===== src/rtl/mdbf_pkg.sv =====
`timescale 1ns / 1ps
// ----------------------------------------------------------------------------
// Message-delimited byte FIFO package
// Shared constants, codes and the control/status bundles between the
// controller and the datapath.
// ----------------------------------------------------------------------------
package mdbf_pkg;

  localparam int unsigned DefDepth   = 256;
  localparam int unsigned DefMaxRead = 64;

  // Request kinds on the slave side.
  localparam logic [1:0] KIND_PUSH   = 2'd0;
  localparam logic [1:0] KIND_READ   = 2'd1;
  localparam logic [1:0] KIND_STATUS = 2'd2;

  // Outcome codes on the master side.
  localparam logic [1:0] OUTCOME_OK    = 2'd0;
  localparam logic [1:0] OUTCOME_EMPTY = 2'd1;
  localparam logic [1:0] OUTCOME_FULL  = 2'd2;

  typedef struct packed {
    logic take_push;
    logic take_status;
    logic take_read_empty;
    logic read_start;
    logic scan_prime;
    logic scan_next;
    logic scan_stop;
    logic emit_load;
  } mdbf_cmd_t;

  typedef struct packed {
    logic occ_zero;
    logic scan_hit;
    logic emit_last;
    logic out_free;
  } mdbf_status_t;

endpackage


===== src/rtl/mdbf_ram.sv =====
`timescale 1ns / 1ps
// ----------------------------------------------------------------------------
// Generic single-port-write, single-port-read RAM
// One write and one read per cycle; the read data is registered.
// ----------------------------------------------------------------------------
module mdbf_ram #(
  parameter int unsigned Width = 8,
  parameter int unsigned Depth = 256
) (
  input  logic                     clk_i,
  input  logic                     we_i,
  input  logic [$clog2(Depth)-1:0] waddr_i,
  input  logic [Width-1:0]         wdata_i,
  input  logic [$clog2(Depth)-1:0] raddr_i,
  output logic [Width-1:0]         rdata_o
);

  logic [Width-1:0] mem_q [Depth];
  logic [Width-1:0] rdata_q;

  always_ff @(posedge clk_i) begin
    if (we_i) begin
      mem_q[waddr_i] <= wdata_i;
    end
    rdata_q <= mem_q[raddr_i];
  end

  assign rdata_o = rdata_q;

endmodule


===== src/rtl/mdbf_ctrl.sv =====
`timescale 1ns / 1ps
// ----------------------------------------------------------------------------
// Message-delimited byte FIFO controller
// Sequences push, status and read requests; a read first scans the stored
// bytes to find the message length, then re-reads and emits them.
// ----------------------------------------------------------------------------
module mdbf_ctrl
  import mdbf_pkg::*;
(
  input  logic         clk_i,
  input  logic         rst_ni,
  input  logic         in_valid_i,
  input  logic [1:0]   in_kind_i,
  output logic         in_ready_o,
  input  mdbf_status_t status_i,
  output mdbf_cmd_t    cmd_o
);

  typedef enum logic [2:0] {
    ST_IDLE,
    ST_SCAN_WAIT,
    ST_SCAN,
    ST_EMIT_WAIT,
    ST_EMIT_LOAD,
    ST_EMIT_GAP
  } state_e;

  state_e state_q, state_d;
  logic   take;

  assign in_ready_o = (state_q == ST_IDLE) && status_i.out_free;
  assign take       = in_valid_i && in_ready_o;

  always_comb begin
    state_d = state_q;
    cmd_o   = '0;
    unique case (state_q)
      ST_IDLE: begin
        if (take) begin
          unique case (in_kind_i)
            KIND_PUSH: cmd_o.take_push = 1'b1;
            KIND_READ: begin
              if (status_i.occ_zero) begin
                cmd_o.take_read_empty = 1'b1;
              end else begin
                cmd_o.read_start = 1'b1;
                state_d          = ST_SCAN_WAIT;
              end
            end
            default: cmd_o.take_status = 1'b1;
          endcase
        end
      end
      ST_SCAN_WAIT: begin
        cmd_o.scan_prime = 1'b1;
        state_d          = ST_SCAN;
      end
      ST_SCAN: begin
        if (status_i.scan_hit) begin
          cmd_o.scan_stop = 1'b1;
          state_d         = ST_EMIT_WAIT;
        end else begin
          cmd_o.scan_next = 1'b1;
        end
      end
      ST_EMIT_WAIT: begin
        state_d = ST_EMIT_LOAD;
      end
      ST_EMIT_LOAD: begin
        if (status_i.out_free) begin
          cmd_o.emit_load = 1'b1;
          state_d         = status_i.emit_last ? ST_IDLE : ST_EMIT_GAP;
        end
      end
      ST_EMIT_GAP: begin
        // The registered RAM read has not yet presented the byte at the new pointer.
        state_d = ST_EMIT_LOAD;
      end
      default: state_d = ST_IDLE;
    endcase
  end

  always_ff @(posedge clk_i or negedge rst_ni) begin
    if (!rst_ni) begin
      state_q <= ST_IDLE;
    end else begin
      state_q <= state_d;
    end
  end

endmodule


===== src/rtl/mdbf_dp.sv =====
`timescale 1ns / 1ps
// ----------------------------------------------------------------------------
// Message-delimited byte FIFO datapath
// Holds the ring pointers, fill level, call counters, the byte store and the
// output register.
// ----------------------------------------------------------------------------
module mdbf_dp
  import mdbf_pkg::*;
#(
  parameter int unsigned Depth   = DefDepth,
  parameter int unsigned MaxRead = DefMaxRead
) (
  input  logic         clk_i,
  input  logic         rst_ni,
  input  logic [7:0]   push_byte_i,
  input  logic         burst_end_i,
  input  logic [6:0]   read_limit_i,
  input  mdbf_cmd_t    cmd_i,
  output mdbf_status_t status_o,
  output logic         out_valid_o,
  input  logic         out_ready_i,
  output logic [7:0]   read_byte_o,
  output logic [1:0]   outcome_o,
  output logic         last_o,
  output logic [8:0]   fill_level_o,
  output logic [31:0]  reads_done_o,
  output logic [31:0]  writes_done_o
);

  localparam int unsigned AW = (Depth > 1) ? $clog2(Depth) : 1;
  localparam int unsigned OW = $clog2(Depth + 1);
  localparam int unsigned CW = $clog2(MaxRead + 1);

  logic [AW-1:0] head_q, head_d, tail_q, tail_d, rd_ptr_q, rd_ptr_d;
  logic [OW-1:0] occ_q, occ_d;
  logic [31:0]   reads_q, reads_d, writes_q, writes_d;
  logic [CW-1:0] cnt_q, cnt_d, lim_q, lim_d, nm1_q, nm1_d;

  logic          out_valid_q, out_valid_d;
  logic [7:0]    byte_q, byte_d;
  logic [1:0]    outcome_q, outcome_d;
  logic          last_q, last_d;
  logic [8:0]    fill_q, fill_d;
  logic [31:0]   rdn_q, rdn_d, wrn_q, wrn_d;

  logic [7:0]    rdata;
  logic          full;
  logic          ram_we;
  logic [AW-1:0] tail_inc, rd_ptr_inc;
  logic [31:0]   head_sum, head_wrap, lim_raw, cnt_next;

  assign full       = (occ_q == OW'(Depth));
  assign ram_we     = cmd_i.take_push && !full;
  assign tail_inc   = (tail_q == AW'(Depth - 1)) ? '0 : tail_q + AW'(1);
  assign rd_ptr_inc = (rd_ptr_q == AW'(Depth - 1)) ? '0 : rd_ptr_q + AW'(1);
  assign cnt_next   = 32'(cnt_q) + 32'd1;
  assign head_sum   = 32'(head_q) + cnt_next;
  assign head_wrap  = (head_sum >= Depth) ? head_sum - Depth : head_sum;

  always_comb begin
    if (read_limit_i == 7'd0) begin
      lim_raw = 32'd1;
    end else if (32'(read_limit_i) > MaxRead) begin
      lim_raw = MaxRead;
    end else begin
      lim_raw = 32'(read_limit_i);
    end
  end

  mdbf_ram #(
    .Width(8),
    .Depth(Depth)
  ) u_store (
    .clk_i  (clk_i),
    .we_i   (ram_we),
    .waddr_i(tail_q),
    .wdata_i(push_byte_i),
    .raddr_i(rd_ptr_q),
    .rdata_o(rdata)
  );

  // A message ends at a NUL byte, at the read limit, or when the FIFO runs dry.
  assign status_o.occ_zero  = (occ_q == '0);
  assign status_o.scan_hit  = (rdata == 8'h00) || (cnt_next == 32'(lim_q)) ||
                              (cnt_next == 32'(occ_q));
  assign status_o.emit_last = (cnt_q == nm1_q);
  assign status_o.out_free  = !out_valid_q || out_ready_i;

  always_comb begin
    head_d      = head_q;
    tail_d      = tail_q;
    occ_d       = occ_q;
    reads_d     = reads_q;
    writes_d    = writes_q;
    rd_ptr_d    = rd_ptr_q;
    cnt_d       = cnt_q;
    lim_d       = lim_q;
    nm1_d       = nm1_q;
    out_valid_d = out_valid_q && !out_ready_i;
    byte_d      = byte_q;
    outcome_d   = outcome_q;
    last_d      = last_q;
    fill_d      = fill_q;
    rdn_d       = rdn_q;
    wrn_d       = wrn_q;

    if (cmd_i.take_push) begin
      if (!full) begin
        tail_d = tail_inc;
        occ_d  = occ_q + OW'(1);
      end
      if (burst_end_i) begin
        writes_d = writes_q + 32'd1;
      end
      out_valid_d = 1'b1;
      byte_d      = 8'h00;
      outcome_d   = full ? OUTCOME_FULL : OUTCOME_OK;
      last_d      = 1'b1;
      fill_d      = 9'(occ_d);
      rdn_d       = reads_q;
      wrn_d       = writes_d;
    end

    if (cmd_i.take_status || cmd_i.take_read_empty) begin
      out_valid_d = 1'b1;
      byte_d      = 8'h00;
      outcome_d   = cmd_i.take_read_empty ? OUTCOME_EMPTY : OUTCOME_OK;
      last_d      = 1'b1;
      fill_d      = 9'(occ_q);
      rdn_d       = reads_q;
      wrn_d       = writes_q;
    end

    if (cmd_i.read_start) begin
      rd_ptr_d = head_q;
      cnt_d    = '0;
      lim_d    = CW'(lim_raw);
    end

    if (cmd_i.scan_prime) begin
      rd_ptr_d = rd_ptr_inc;
    end

    if (cmd_i.scan_next) begin
      rd_ptr_d = rd_ptr_inc;
      cnt_d    = cnt_q + CW'(1);
    end

    // The length is known now, so the FIFO state is committed before the
    // bytes go out and every result carries the final level and count.
    if (cmd_i.scan_stop) begin
      nm1_d    = cnt_q;
      head_d   = AW'(head_wrap);
      occ_d    = occ_q - OW'(cnt_next);
      reads_d  = reads_q + 32'd1;
      rd_ptr_d = head_q;
      cnt_d    = '0;
    end

    if (cmd_i.emit_load) begin
      out_valid_d = 1'b1;
      byte_d      = rdata;
      outcome_d   = OUTCOME_OK;
      last_d      = (cnt_q == nm1_q);
      fill_d      = 9'(occ_q);
      rdn_d       = reads_q;
      wrn_d       = writes_q;
      rd_ptr_d    = rd_ptr_inc;
      cnt_d       = cnt_q + CW'(1);
    end
  end

  always_ff @(posedge clk_i or negedge rst_ni) begin
    if (!rst_ni) begin
      head_q      <= '0;
      tail_q      <= '0;
      occ_q       <= '0;
      reads_q     <= '0;
      writes_q    <= '0;
      out_valid_q <= 1'b0;
    end else begin
      head_q      <= head_d;
      tail_q      <= tail_d;
      occ_q       <= occ_d;
      reads_q     <= reads_d;
      writes_q    <= writes_d;
      out_valid_q <= out_valid_d;
    end
  end

  always_ff @(posedge clk_i) begin
    rd_ptr_q  <= rd_ptr_d;
    cnt_q     <= cnt_d;
    lim_q     <= lim_d;
    nm1_q     <= nm1_d;
    byte_q    <= byte_d;
    outcome_q <= outcome_d;
    last_q    <= last_d;
    fill_q    <= fill_d;
    rdn_q     <= rdn_d;
    wrn_q     <= wrn_d;
  end

  assign out_valid_o   = out_valid_q;
  assign read_byte_o   = byte_q;
  assign outcome_o     = outcome_q;
  assign last_o        = last_q;
  assign fill_level_o  = fill_q;
  assign reads_done_o  = rdn_q;
  assign writes_done_o = wrn_q;

endmodule


===== src/rtl/message_delimited_byte_fifo_top.sv =====
`timescale 1ns / 1ps
// ----------------------------------------------------------------------------
// Message-delimited byte FIFO
// Circular byte FIFO with non-blocking push, NUL-delimited message read and
// a status query.
//
//   Channel   Direction  Data                                  Side bands
//   s_axis    in         push_byte, read_limit                 tuser kind, tlast burst_end
//   m_axis    out        read_byte, fill_level, reads, writes  tuser outcome, tlast last
//
// A push or status request gives one result.
// A read returning n bytes uses the single RAM read port first to scan the
// message for its length, then to re-read and emit the bytes, with a gap
// state after every byte but the last while the RAM read catches up.
// Reset clears the head and tail pointers, the fill level and both counters; the byte store
// is not cleared. A stalled master side holds results in the output register
// and stops the controller; no request is accepted while a read is in flight.
// ----------------------------------------------------------------------------
module message_delimited_byte_fifo_top
  import mdbf_pkg::*;
#(
  parameter int unsigned Depth   = DefDepth,
  parameter int unsigned MaxRead = DefMaxRead
) (
  input  logic        clk_i,
  input  logic        rst_ni,
  input  logic        s_axis_tvalid,
  output logic        s_axis_tready,
  input  logic [15:0] s_axis_tdata,  // [7:0] push_byte, [14:8] read_limit, [15] zero
  input  logic [1:0]  s_axis_tuser,  // [1:0] kind
  input  logic        s_axis_tlast,  // burst_end
  output logic        m_axis_tvalid,
  input  logic        m_axis_tready,
  output logic [87:0] m_axis_tdata,  // [7:0] read_byte, [16:8] fill_level,
                                     // [48:17] reads_done, [80:49] writes_done, [87:81] zero
  output logic [1:0]  m_axis_tuser,  // [1:0] outcome
  output logic        m_axis_tlast   // last
);

  mdbf_cmd_t    cmd;
  mdbf_status_t status;
  logic [7:0]   read_byte;
  logic [8:0]   fill_level;
  logic [31:0]  reads_done;
  logic [31:0]  writes_done;

  mdbf_ctrl u_ctrl (
    .clk_i     (clk_i),
    .rst_ni    (rst_ni),
    .in_valid_i(s_axis_tvalid),
    .in_kind_i (s_axis_tuser),
    .in_ready_o(s_axis_tready),
    .status_i  (status),
    .cmd_o     (cmd)
  );

  mdbf_dp #(
    .Depth  (Depth),
    .MaxRead(MaxRead)
  ) u_dp (
    .clk_i        (clk_i),
    .rst_ni       (rst_ni),
    .push_byte_i  (s_axis_tdata[7:0]),
    .burst_end_i  (s_axis_tlast),
    .read_limit_i (s_axis_tdata[14:8]),
    .cmd_i        (cmd),
    .status_o     (status),
    .out_valid_o  (m_axis_tvalid),
    .out_ready_i  (m_axis_tready),
    .read_byte_o  (read_byte),
    .outcome_o    (m_axis_tuser),
    .last_o       (m_axis_tlast),
    .fill_level_o (fill_level),
    .reads_done_o (reads_done),
    .writes_done_o(writes_done)
  );

  assign m_axis_tdata = {7'b0, writes_done, reads_done, fill_level, read_byte};

endmodule


===== config.mk =====
export PLATFORM = sky130hd
export DESIGN_NAME = message_delimited_byte_fifo_top
export DESIGN_NICKNAME = d
export VERILOG_FILES = /design/src/rtl/mdbf_pkg.sv /design/src/rtl/mdbf_ram.sv /design/src/rtl/mdbf_ctrl.sv /design/src/rtl/mdbf_dp.sv /design/src/rtl/message_delimited_byte_fifo_top.sv
export SDC_FILE = /design/constraint.sdc
export NUM_CORES = 2
export LEC_CHECK = 0
export ABC_CLOCK_PERIOD_IN_PS = 5900
export BUFFER_PORTS_ARGS = -buffer_cell sky130_fd_sc_hd__buf_4
export CELL_PAD_IN_SITES_DETAIL_PLACEMENT = 1
export CELL_PAD_IN_SITES_GLOBAL_PLACEMENT = 1
export CORE_ASPECT_RATIO = 0.8
export CORE_UTILIZATION = 45
export DETAILED_ROUTE_END_ITERATION = 7
export GPL_ROUTABILITY_DRIVEN = 1
export GPL_TIMING_DRIVEN = 0
export MAX_ROUTING_LAYER = met4
export PLACE_DENSITY = 0.76
export SLEW_MARGIN = 20
export SYNTH_ARGS = -nofsm -noshare
export SYNTH_HDL_FRONTEND = slang
export SYNTH_SLANG_ARGS = --single-unit
export TNS_END_PERCENT = 100

===== constraint.sdc =====
create_clock -name clk_i -period 5.9 [get_ports clk_i]
set_input_delay 1.18 -clock clk_i [delete_from_list [all_inputs] [get_ports clk_i]]
set_output_delay 1.18 -clock clk_i [all_outputs]
set_load 0.1 [all_outputs]

==> metrics.txt <==
# TYPE chip_impl_metric gauge
chip_impl_metric{name="io_buffer_count",unit=""} 107
chip_impl_metric{name="synth_edf_count",unit=""} 2159
chip_impl_metric{name="clock_insertion_delay_worst_skew",unit="ns"} 0.89
chip_impl_metric{name="setup_violations",unit=""} 0
chip_impl_metric{name="yosysWarnings",unit=""} 0
chip_impl_metric{name="skew",unit="ns"} 0.0758
chip_impl_info{name="worstHoldPathType",value="flop to flop"} 1
chip_impl_metric{name="p_sw",unit="uW"} 16400
chip_impl_metric{name="dp_slack",unit="ns"} 0.298
chip_impl_info{name="outcome",value="finished clean"} 1
chip_impl_metric{name="initial_core_util",unit="%"} 45.4
chip_impl_metric{name="grt_overflow",unit=""} 0
chip_impl_metric{name="design.core.area",unit="um^2"} 195000
chip_impl_metric{name="drt_first_pass_iters",unit=""} 7
chip_impl_metric{name="final_hold_viol_count",unit=""} 0
chip_impl_metric{name="routed_wl",unit="mm"} 253
chip_impl_info{name="highest_layer",value="met4"} 1
chip_impl_info{name="timing.critical_path.cells",value="clkbuf_1, clkbuf_1, clkbuf_1, mux4_2, mux4_2, a22oi_1, nand2_1, a22oi_1, o221ai_1"} 1
chip_impl_metric{name="sw_frac_of_total",unit="%"} 34.5
chip_impl_metric{name="globalRouteTotalUtil",unit="%"} 26.4
chip_impl_metric{name="synth_async_sr_flop_share",unit="%"} 4.11
chip_impl_metric{name="cts.repair_timing.setup_buffer_count",unit=""} 0
chip_impl_metric{name="route.met3.wl",unit="mm"} 32.6
chip_impl_metric{name="mappedNetlistArea",unit="um^2"} 88600
chip_impl_metric{name="worst_slack",unit="ns"} 0.292
chip_impl_metric{name="num-fill-cells",unit=""} 17200
chip_impl_metric{name="synth_sequential_area_ratio",unit="%"} 76.0
chip_impl_info{name="ys_top_cells_by_count",value="edfxtp_1, mux4_2, nor2_1"} 1
chip_impl_metric{name="grt_pass1_wl",unit="mm"} 355
chip_impl_metric{name="multiInputGateArea",unit="um^2"} 20200
chip_impl_metric{name="drc",unit=""} 0
chip_impl_info{name="cts_tree",value="done"} 1
chip_impl_metric{name="remaining_antenna_violation_count_after_routing",unit=""} 0
chip_impl_metric{name="period_share",unit="%"} 95.1
chip_impl_info{name="critPathMostFrequentCell",value="clkbuf_1"} 1
chip_impl_metric{name="routedLengthMet1",unit="mm"} 98.3
chip_impl_info{name="synth-main-ff-cell",value="edfxtp_1"} 1
chip_impl_info{name="worstSetupPathType",value="flop to flop"} 1
chip_impl_metric{name="fin_setup_tns",unit="ns"} 0
chip_impl_info{name="synth.area.top_cells",value="edfxtp_1, mux4_2, dfrtp_1"} 1
chip_impl_metric{name="drt-initial-drc-count",unit=""} 7410
chip_impl_info{name="cp_top_family",value="buffers and inverters"} 1
chip_impl_metric{name="wire_length_on_met2",unit="mm"} 113
chip_impl_metric{name="worst_pin_slew",unit="ns"} 1.27
chip_impl_metric{name="total_leakage_power",unit="uW"} 0.0315
chip_impl_metric{name="placed_cell_count",unit=""} 6837
chip_impl_metric{name="seq_area",unit="um^2"} 67400
chip_impl_metric{name="synth.lib_cells_used.distinct",unit=""} 67
chip_impl_metric{name="htree_num_levels",unit=""} 4
chip_impl_metric{name="layout-drive-gt1-share",unit="%"} 25.9
chip_impl_info{name="rsz0062_at_grt",value="false"} 1
chip_impl_metric{name="cts_resized",unit=""} 0
chip_impl_metric{name="clockBufferDepth",unit=""} 3
chip_impl_metric{name="gp_congestion",unit=""} 0.911
chip_impl_metric{name="maxSlewViolCount",unit=""} 0
chip_impl_metric{name="route.detailed.wl_per_inst",unit="um"} 35.0
chip_impl_metric{name="worstPathBufferInverterCount",unit=""} 3
chip_impl_metric{name="clock_power_share",unit="%"} 28.2
chip_impl_info{name="synthDominantAreaCellType",value="edfxtp_1"} 1
chip_impl_metric{name="fp.dieH",unit="um"} 399
chip_impl_metric{name="final_period_minus_worst_setup_slack",unit="ns"} 5.61
chip_impl_metric{name="layout-area-overhead-vs-synth",unit="%"} 12.9
chip_impl_info{name="type_of_element_capturing_the_critical_path",value="flop"} 1
chip_impl_metric{name="cts-buffers-inserted",unit=""} 206
chip_impl_metric{name="fin_nets",unit=""} 4520
chip_impl_metric{name="final_cell_count_no_fill",unit=""} 7227
chip_impl_metric{name="slew-limit-headroom",unit="%"} 15.1
chip_impl_metric{name="max_cap_violations",unit=""} 0
chip_impl_metric{name="postCtsHoldBufs",unit=""} 0
chip_impl_metric{name="p_int",unit="uW"} 31200
chip_impl_metric{name="std_cell_rows",unit=""} 145
chip_impl_metric{name="die-width",unit="um"} 498
chip_impl_metric{name="io_pins",unit=""} 116
chip_impl_metric{name="first_global_vias",unit=""} 46400
chip_impl_info{name="worst_path_max_delay_cell",value="clkbuf_1"} 1
chip_impl_metric{name="share_seq_of_total_power",unit="%"} 38.6
chip_impl_metric{name="maximum_number_of_pins_on_one_net_before_global_route_repair",unit=""} 146
chip_impl_metric{name="power.share.combinational",unit="%"} 33.1
chip_impl_metric{name="power_density",unit="nW/um^2"} 476
chip_impl_metric{name="synth_area_per_cell",unit="um^2"} 21.4
chip_impl_metric{name="worst_ep_required_time",unit="ns"} 6.52
chip_impl_metric{name="numClockSinks",unit=""} 2262
chip_impl_metric{name="dpl-instance-area",unit="um^2"} 93300
chip_impl_metric{name="final_area",unit="um^2"} 100000
chip_impl_info{name="setup.worst_path.start_class",value="flop"} 1
chip_impl_metric{name="vias_post_dr",unit=""} 46000
chip_impl_metric{name="place_hpwl",unit="mm"} 166
chip_impl_metric{name="max_freq",unit="MHz"} 178
chip_impl_metric{name="clk_pin_slew_worst_paths",unit="ns"} 0.07
chip_impl_metric{name="viasPerCell",unit=""} 6.36
chip_impl_metric{name="synth-seq-cells",unit=""} 2262
chip_impl_metric{name="cells_after_synthesis",unit=""} 4132
chip_impl_metric{name="worst_ir_drop_vdd",unit="mV"} 0.399
chip_impl_metric{name="initial_antenna_violation_count",unit=""} 15
chip_impl_metric{name="worst_hold_slack",unit="ns"} 0.445
chip_impl_metric{name="dieArea",unit="um^2"} 199000
chip_impl_info{name="buffer_type_at_the_clock_tree_root",value="clkbuf_16"} 1
chip_impl_metric{name="critical_path.max_fanout",unit=""} 10
chip_impl_info{name="synth.most_common_cell",value="edfxtp_1"} 1
chip_impl_metric{name="post-synth-top-area-fraction",unit="%"} 73.2
chip_impl_metric{name="crit_path_max_incr_delay",unit="ns"} 0.93
chip_impl_metric{name="crit_arrival",unit="ns"} 6.23
[worst register-to-register path, cell delays in order, from the launching register on]
cell	delay, ns
edfxtp_1	0.81
clkbuf_1	0.51
clkbuf_1	0.47
clkbuf_1	0.93
mux4_2	0.44
mux4_2	0.54
a22oi_1	0.37
nand2_1	0.32
a22oi_1	0.54
o221ai_1	0.43
[power by group through the flow]
stage / combinational [uW] / clock, uW / sequential [uW]
after floorplan: 8240 / 0 / 19700
after global placement: 14900 / 0 / 18700
after global routing: 16100 / 14100 / 18400
after CTS: 15400 / 13500 / 18400
final: 15800 / 13400 / 18400
after detailed placement: 15300 / 0 / 18700
[logic make-up after synthesis]
logic type | after synthesis | share of synthesized area [%]
muxes | 654 | 16.4
AOI/OAI and AO/OA | 139 | 1.18
DFF | 2262 | 76.0
xor gates and xnor gates | 152 | 1.58
and+or+nand+nor | 637 | 3.23
adders and majority gates | 27 | 0.394
buffers and inverters | 260 | 1.20
other | 1 | 0.00423
[through the flow]
step,total power (uW),utilization (%)
floorplan,27900,-
global placement,33600,47.4
detailed placement,34000,47.8
CTS,47300,51.2
global route,48500,51.2
finish,47600,51.2
[worst paths after layout]
check | startpoint | endpoint | cells past startpoint | slack (ns)
setup / recovery | u_dp.rd_ptr_q[1] | u_dp.u_store.rdata_o[0] | 9 | 0.29
hold / removal | u_dp.cnt_q[6] | u_dp.nm1_q[6] | 0 | 0.45
setup reg to reg | u_dp.rd_ptr_q[1] | u_dp.u_store.rdata_o[0] | 9 | 0.29
hold reg to reg | u_dp.cnt_q[6] | u_dp.nm1_q[6] | 0 | 0.45
max in group asynchronous | rst_ni | u_dp.writes_q[24] | 1 | 4.74
min in group asynchronous | rst_ni | u_dp.reads_q[7] | 1 | 0.46
[registers in the layout, summed over array words and instances (netlist names)]
signal	count
u_dp.u_store.mem_q	2048
u_dp.reads_done_o	32
u_dp.reads_q	32
u_dp.writes_done_o	32
u_dp.writes_q	32
u_dp.fill_level_o	9
u_dp.occ_q	9
u_dp.head_q	8
u_dp.rd_ptr_q	8
u_dp.read_byte_o	8
u_dp.tail_q	8
u_dp.u_store.rdata_o	8
u_dp.cnt_q	7
u_dp.lim_q	7
u_dp.nm1_q	7
u_ctrl.state_q	3
u_dp.outcome_o	2
u_dp.last_o	1
u_dp.out_valid_o	1
[layout by cell type, fill, tap and decap left out, types with 46 or more instances in the layout]
| master | count |
|---|---|
| nand3_1 | 46 |
| nor2_1 | 315 |
| clkbuf_1 | 156 |
| clkbuf_2 | 49 |
| mux4_2 | 637 |
| xnor2_1 | 98 |
| clkbuf_16 | 211 |
| xor2_1 | 49 |
| edfxtp_1 | 2159 |
| nand2_1 | 117 |
| buf_2 | 68 |
| dfrtp_1 | 93 |
| buf_4 | 107 |
[metal layers]
metal	global-route usage, %	vias to the layer above
met4	8.73	0
met2	38.0	3185
li1	-	17800
met3	8.55	537
met5	-	-
met1	35.4	24500
[final cells by class]
cell class              count  area share, %
diodes                     11         0.0275
clock inverters           112           1.16
multi-input cells        1616           20.2
repair buffers            127           1.38
flip-flops and latches   2262           67.3
clock buffers             267           5.49
inverters                  25         0.0938
plain buffers             235           1.07
well taps                2572           3.22
(Power assumes the default switching activity.)
